**src/sv/bk128_pkg.sv**
```systemverilog
// Shared types, constants and the S-box helper function of the 128-bit block cipher pipeline.
`timescale 1ns / 1ps

package bk128_pkg;

  localparam int MAX_ROUNDS = 35;
  localparam int BLOCK_W = 128;
  localparam int HALF_W = 64;
  localparam int ROUND_W = 6;
  localparam int NUM_RC_BITS = 6;

  typedef enum logic [1:0] {
    REG_KEY_LOW  = 2'd0,
    REG_KEY_HIGH = 2'd1,
    REG_ROUNDS   = 2'd2,
    REG_USE_RC   = 2'd3
  } cfg_reg_t;

  typedef struct packed {
    logic                 valid;
    logic [ROUND_W-1:0]   left;
    logic [BLOCK_W-1:0]   key;
    logic [BLOCK_W-1:0]   state;
  } cell_t;

  localparam logic [3:0] SBOX [16] = '{
    4'h3, 4'h0, 4'h6, 4'hD, 4'hB, 4'h5, 4'h8, 4'hE,
    4'hC, 4'hF, 4'h9, 4'h2, 4'h4, 4'hA, 4'h7, 4'h1
  };

  localparam logic [6:0] PERM [BLOCK_W] = '{
    7'd0,   7'd33,  7'd66,  7'd99,  7'd96,  7'd1,   7'd34,  7'd67,
    7'd64,  7'd97,  7'd2,   7'd35,  7'd32,  7'd65,  7'd98,  7'd3,
    7'd4,   7'd37,  7'd70,  7'd103, 7'd100, 7'd5,   7'd38,  7'd71,
    7'd68,  7'd101, 7'd6,   7'd39,  7'd36,  7'd69,  7'd102, 7'd7,
    7'd8,   7'd41,  7'd74,  7'd107, 7'd104, 7'd9,   7'd42,  7'd75,
    7'd72,  7'd105, 7'd10,  7'd43,  7'd40,  7'd73,  7'd106, 7'd11,
    7'd12,  7'd45,  7'd78,  7'd111, 7'd108, 7'd13,  7'd46,  7'd79,
    7'd76,  7'd109, 7'd14,  7'd47,  7'd44,  7'd77,  7'd110, 7'd15,
    7'd16,  7'd49,  7'd82,  7'd115, 7'd112, 7'd17,  7'd50,  7'd83,
    7'd80,  7'd113, 7'd18,  7'd51,  7'd48,  7'd81,  7'd114, 7'd19,
    7'd20,  7'd53,  7'd86,  7'd119, 7'd116, 7'd21,  7'd54,  7'd87,
    7'd84,  7'd117, 7'd22,  7'd55,  7'd52,  7'd85,  7'd118, 7'd23,
    7'd24,  7'd57,  7'd90,  7'd123, 7'd120, 7'd25,  7'd58,  7'd91,
    7'd88,  7'd121, 7'd26,  7'd59,  7'd56,  7'd89,  7'd122, 7'd27,
    7'd28,  7'd61,  7'd94,  7'd127, 7'd124, 7'd29,  7'd62,  7'd95,
    7'd92,  7'd125, 7'd30,  7'd63,  7'd60,  7'd93,  7'd126, 7'd31
  };

  localparam logic [5:0] RCON [MAX_ROUNDS] = '{
    6'd2,  6'd33, 6'd16, 6'd9,  6'd36, 6'd19, 6'd40, 6'd53, 6'd26,
    6'd13, 6'd38, 6'd51, 6'd56, 6'd61, 6'd62, 6'd31, 6'd14, 6'd7,
    6'd34, 6'd49, 6'd24, 6'd45, 6'd54, 6'd59, 6'd28, 6'd47, 6'd22,
    6'd43, 6'd20, 6'd11, 6'd4,  6'd3,  6'd32, 6'd17, 6'd8
  };

  localparam logic [6:0] RC_POS [NUM_RC_BITS] = '{
    7'd8, 7'd13, 7'd19, 7'd35, 7'd67, 7'd106
  };

  function automatic logic [3:0] sbox(input logic [3:0] nib);
    return SBOX[nib];
  endfunction

endpackage

```
**src/sv/bk128_round_cell.sv**
```systemverilog
// One round cell: S-box layer, bit permutation, key schedule step and round key add while rounds are left.
`timescale 1ns / 1ps

module bk128_round_cell (
  input  logic                                clk,
  input  logic                                rst_n,
  input  logic [bk128_pkg::ROUND_W-1:0]       round_idx,
  input  logic                                use_rc,
  input  bk128_pkg::cell_t                    d_in,
  output bk128_pkg::cell_t                    d_out
);

  bk128_pkg::cell_t cell_r;
  bk128_pkg::cell_t cell_nxt;

  always_comb begin
    logic [bk128_pkg::BLOCK_W-1:0] sub;
    logic [bk128_pkg::BLOCK_W-1:0] perm;
    logic [bk128_pkg::BLOCK_W-1:0] rkey;
    logic [bk128_pkg::BLOCK_W-1:0] rk;
    logic [5:0]                    rcon;
    sub = '0;
    perm = '0;
    for (int i = 0; i < bk128_pkg::BLOCK_W / 4; i++) begin
      sub[4*i +: 4] = bk128_pkg::sbox(d_in.state[4*i +: 4]);
    end
    for (int i = 0; i < bk128_pkg::BLOCK_W; i++) begin
      perm[bk128_pkg::PERM[i]] = sub[i];
    end
    rkey = {d_in.key[0], d_in.key[bk128_pkg::BLOCK_W-1:1]};
    rk = rkey;
    rcon = bk128_pkg::RCON[round_idx];
    if (use_rc) begin
      for (int j = 0; j < bk128_pkg::NUM_RC_BITS; j++) begin
        rk[bk128_pkg::RC_POS[j]] = rk[bk128_pkg::RC_POS[j]] ^ rcon[j];
      end
    end
    cell_nxt = d_in;
    if (d_in.left != '0) begin
      cell_nxt.state = perm ^ rk;
      cell_nxt.key = rkey;
      cell_nxt.left = d_in.left - bk128_pkg::ROUND_W'(1);
    end
  end

  always_ff @(posedge clk) begin
    if (!rst_n) begin
      cell_r.valid <= 1'b0;
    end else begin
      cell_r.valid <= cell_nxt.valid;
    end
    cell_r.left <= cell_nxt.left;
    cell_r.key <= cell_nxt.key;
    cell_r.state <= cell_nxt.state;
  end

  assign d_out = cell_r;

endmodule
```
**config.mk**
```make
export PLATFORM = sky130hd
export DESIGN_NAME = bk128_round_cell
export DESIGN_NICKNAME = d
export VERILOG_FILES = /design/src/sv/bk128_pkg.sv /design/src/sv/bk128_round_cell.sv
export SDC_FILE = /design/constraint.sdc
export NUM_CORES = 1
export LEC_CHECK = 0
export BUFFER_PORTS_ARGS = -buffer_cell sky130_fd_sc_hd__buf_4
export CAP_MARGIN = 20
export CORE_AREA = 2 2 206 208
export DETAILED_ROUTE_END_ITERATION = 8
export DIE_AREA = 0 0 208 210
export MAX_ROUTING_LAYER = met4
export PLACE_DENSITY = 0.55
export SLEW_MARGIN = 0
export SYNTH_ARGS = -nofsm -noshare
export SYNTH_HDL_FRONTEND = slang
export SYNTH_SLANG_ARGS = --single-unit
```
**constraint.sdc**
```tcl
create_clock -name clk -period 6.1 [get_ports clk]
set_clock_uncertainty 0.2 [all_clocks]
set_input_delay 0.915 -clock clk [delete_from_list [all_inputs] [get_ports clk]]
set_output_delay 0.915 -clock clk [all_outputs]
set_load 0.005 [all_outputs]
```
==> flow_summary.yaml <==
drt:
  drc_errors: 0
  wl_per_cell_um: 20.7
  vias_per_cell: 4.73
  drt_first_iter_violations: 688
  firstDrtPassIters: 5
  wl_um: 55800
  drtAntennaViolNets: 0
  num_vias: 12800
sta:
  finalHoldViolations: 0
  clock.fmax_mhz: 308
  layout_setup_ws_ns: 2.85
  rsz0062_at_grt: "no"
  setup_tns_ns: 0
  tightest_slew_ns: 0.977
  finalCriticalPeriod_ns: 3.25
  relSlewSlack_pct: 34.9
  setup_viol: 0
  slew_violations: 0
  fin_crit_sh_pct: 53.2
worst_setup_path:
  cp-end-kind: "flip-flop"
  crit_path_start_kind: "primary input"
  critical_path_required_ns: 6.41
  slowest_stage: "buf_4"
  worstPathMaxFanout: 85
  path_common_cell: "buf_4"
  critPathArrivalTime_ns: 3.56
  worst_path_dominant_cell_family: "buffers and inverters"
  worst-path-buf-inv: 4
  slowest_delay_ns: 0.78
  path_class: "in -> reg"
  path_cells: "buf_4 -> inv_1 -> ha_1 -> nor2b_1 -> nand2_4 -> buf_4 -> buf_4 -> nor2_1 -> a21oi_1"
clock_tree:
  post_cts_buffers: 0
  root_buffer: "clkbuf_16"
  clockBufferDepth: 3
  cts_sinks: 263
  htreeDepth: 1
  cts_made_buffers: 31
  clk_pin_slew_ns: 0.06
  cts_tree: "yes"
  ctsResizeCount: 0
  ctsHoldBuffers: 0
synthesis:
  post_synth.cell_area_avg_um2: 8.17
  syn_nets: 2027
  yosysUniqueCellTypes: 43
  synth-seq-area-share_pct: 38.2
  synthArstFlopShare_pct: 0
  synth_edf_count: 0
  synthFlopType: "dfxtp_1"
  synthCells: 1687
  yosysWarnings: 0
  netlist_area_um2: 13800
  ys_ff_latch: 263
die:
  die_y_um: 210
  initial_core_util_pct: 33.2
  dieArea_um2: 43700
  core_area_um2: 41500
  die_x_um: 208
  io_pins: 535
  row_count: 75
placement:
  gp_congestion: 0.896
  port_buffers: 534
  post-place-ws_ns: 2.24
  place_hpwl_um: 44800
  place_inst: 2643
grt:
  grt_max_degree: 94
  grt_pass1_wl_um: 80600
  antenna_found_initial: 0
  grt_pass1_vias: 12500
  grt_overflow: 0
  gr-usage-all-layers_pct: 25.1
layout:
  largest_reg_flops: 263
  nets: 2477
  final_cell_mix: "buf_4 (539), nand2_1 (460), dfxtp_1 (263), xnor2_1 (228), mux2i_1 (98)"
  final_util_pct: 46.0
  area_growth_pct: 38.2
  antenna_cells: 0
  fin_cells: 2696
  layout_commonest_cell: "buf_4"
  drive_gt1_share_pct: 27.7
power_and_ir_drop:
  power_leakage_uw: 0.00923
  vdd_drop_max_mv: 0.165
  powerDensity_nw_per_um2: 275
status:
  outcome: "complete, no violations"
hold_path:
  hp-class: "in -> reg"
run:
  maxCapViolCount: 0
## through the flow
| stage | power [uW] | cell area [um2] | hold WS [ns] |
|---|---|---|---|
| detailed placement | 3410 | 18000 | 0.926 |
| global placement | 3390 | 18000 | 0.915 |
| finish | 5240 | 19100 | 0.335 |
| CTS | 5310 | 19100 | 0.305 |
| floorplan | 2610 | 13800 | 0.814 |
| global route | 5480 | 19100 | 0.327 |
## cells in the mapped netlist (2+ instances only)
cell type | count | area share [%]
nand2b_1 | 7 | 0.32
a31oi_1 | 2 | 0.091
clkbuf_1 | 90 | 2.4
xnor2_1 | 228 | 14
inv_1 | 64 | 1.7
and2_1 | 3 | 0.14
nor3_1 | 36 | 1.3
dfxtp_1 | 263 | 38
o21ai_0 | 65 | 2.4
xor2_1 | 38 | 2.4
nor2b_1 | 8 | 0.36
buf_2 | 24 | 0.87
buf_1 | 8 | 0.22
nand2_1 | 461 | 13
mux2i_1 | 98 | 7.1
a21o_1 | 2 | 0.11
a211oi_1 | 30 | 1.6
mux2_1 | 2 | 0.16
nor2_1 | 70 | 1.9
ha_1 | 68 | 6.2
nand3_1 | 2 | 0.073
and3_1 | 2 | 0.091
a21oi_1 | 90 | 3.3
nor3b_1 | 2 | 0.11
o22ai_1 | 4 | 0.18
mux4_2 | 3 | 0.49
## layer usage
layer / GRT usage (%) / vias up / share of wire [%]
li1: - / 6272 / -
met4: 6.07 / 0 / 2.3
met5: - / - / 0
met3: 4.45 / 68 / 6.4
met1: 30.3 / 5955 / 42
met2: 43.6 / 466 / 49
## worst paths after layout
path,from,endpoint,slack [ns],depth (start not counted)
max,d_in[256],d_out[95],2.85,9
min,d_in[262],d_out[262],0.33,2
## report_power, final
group	switching, uW	internal (uW)	leakage, uW
logic	663	682	0.00651
registers	68.5	1940	0.00222
clock network	759	1130	0.000502
total	1490	3750	0.00923
## final cells by class
class / instances / area, um2
flip-flops and latches: 263 / 5270
clock inverters: 6 / 86.3
inverters: 64 / 240
repair buffers: 540 / 4070
clock buffers: 47 / 936
multi-input cells: 1237 / 7790
well taps: 539 / 674
fillers: 4157 / 22400
## kinds of logic after synthesis
logic type / share of synthesized area, %
multiplexers: 8.04
AND/OR/NAND/NOR: 17.1
XOR/XNOR: 16.9
flip-flops: 38.2
adder cells (fa/ha/maj): 6.17
AO/OA/AOI/OAI: 8.28
buffers and inverters: 5.36
(Power assumes the default switching activity.)
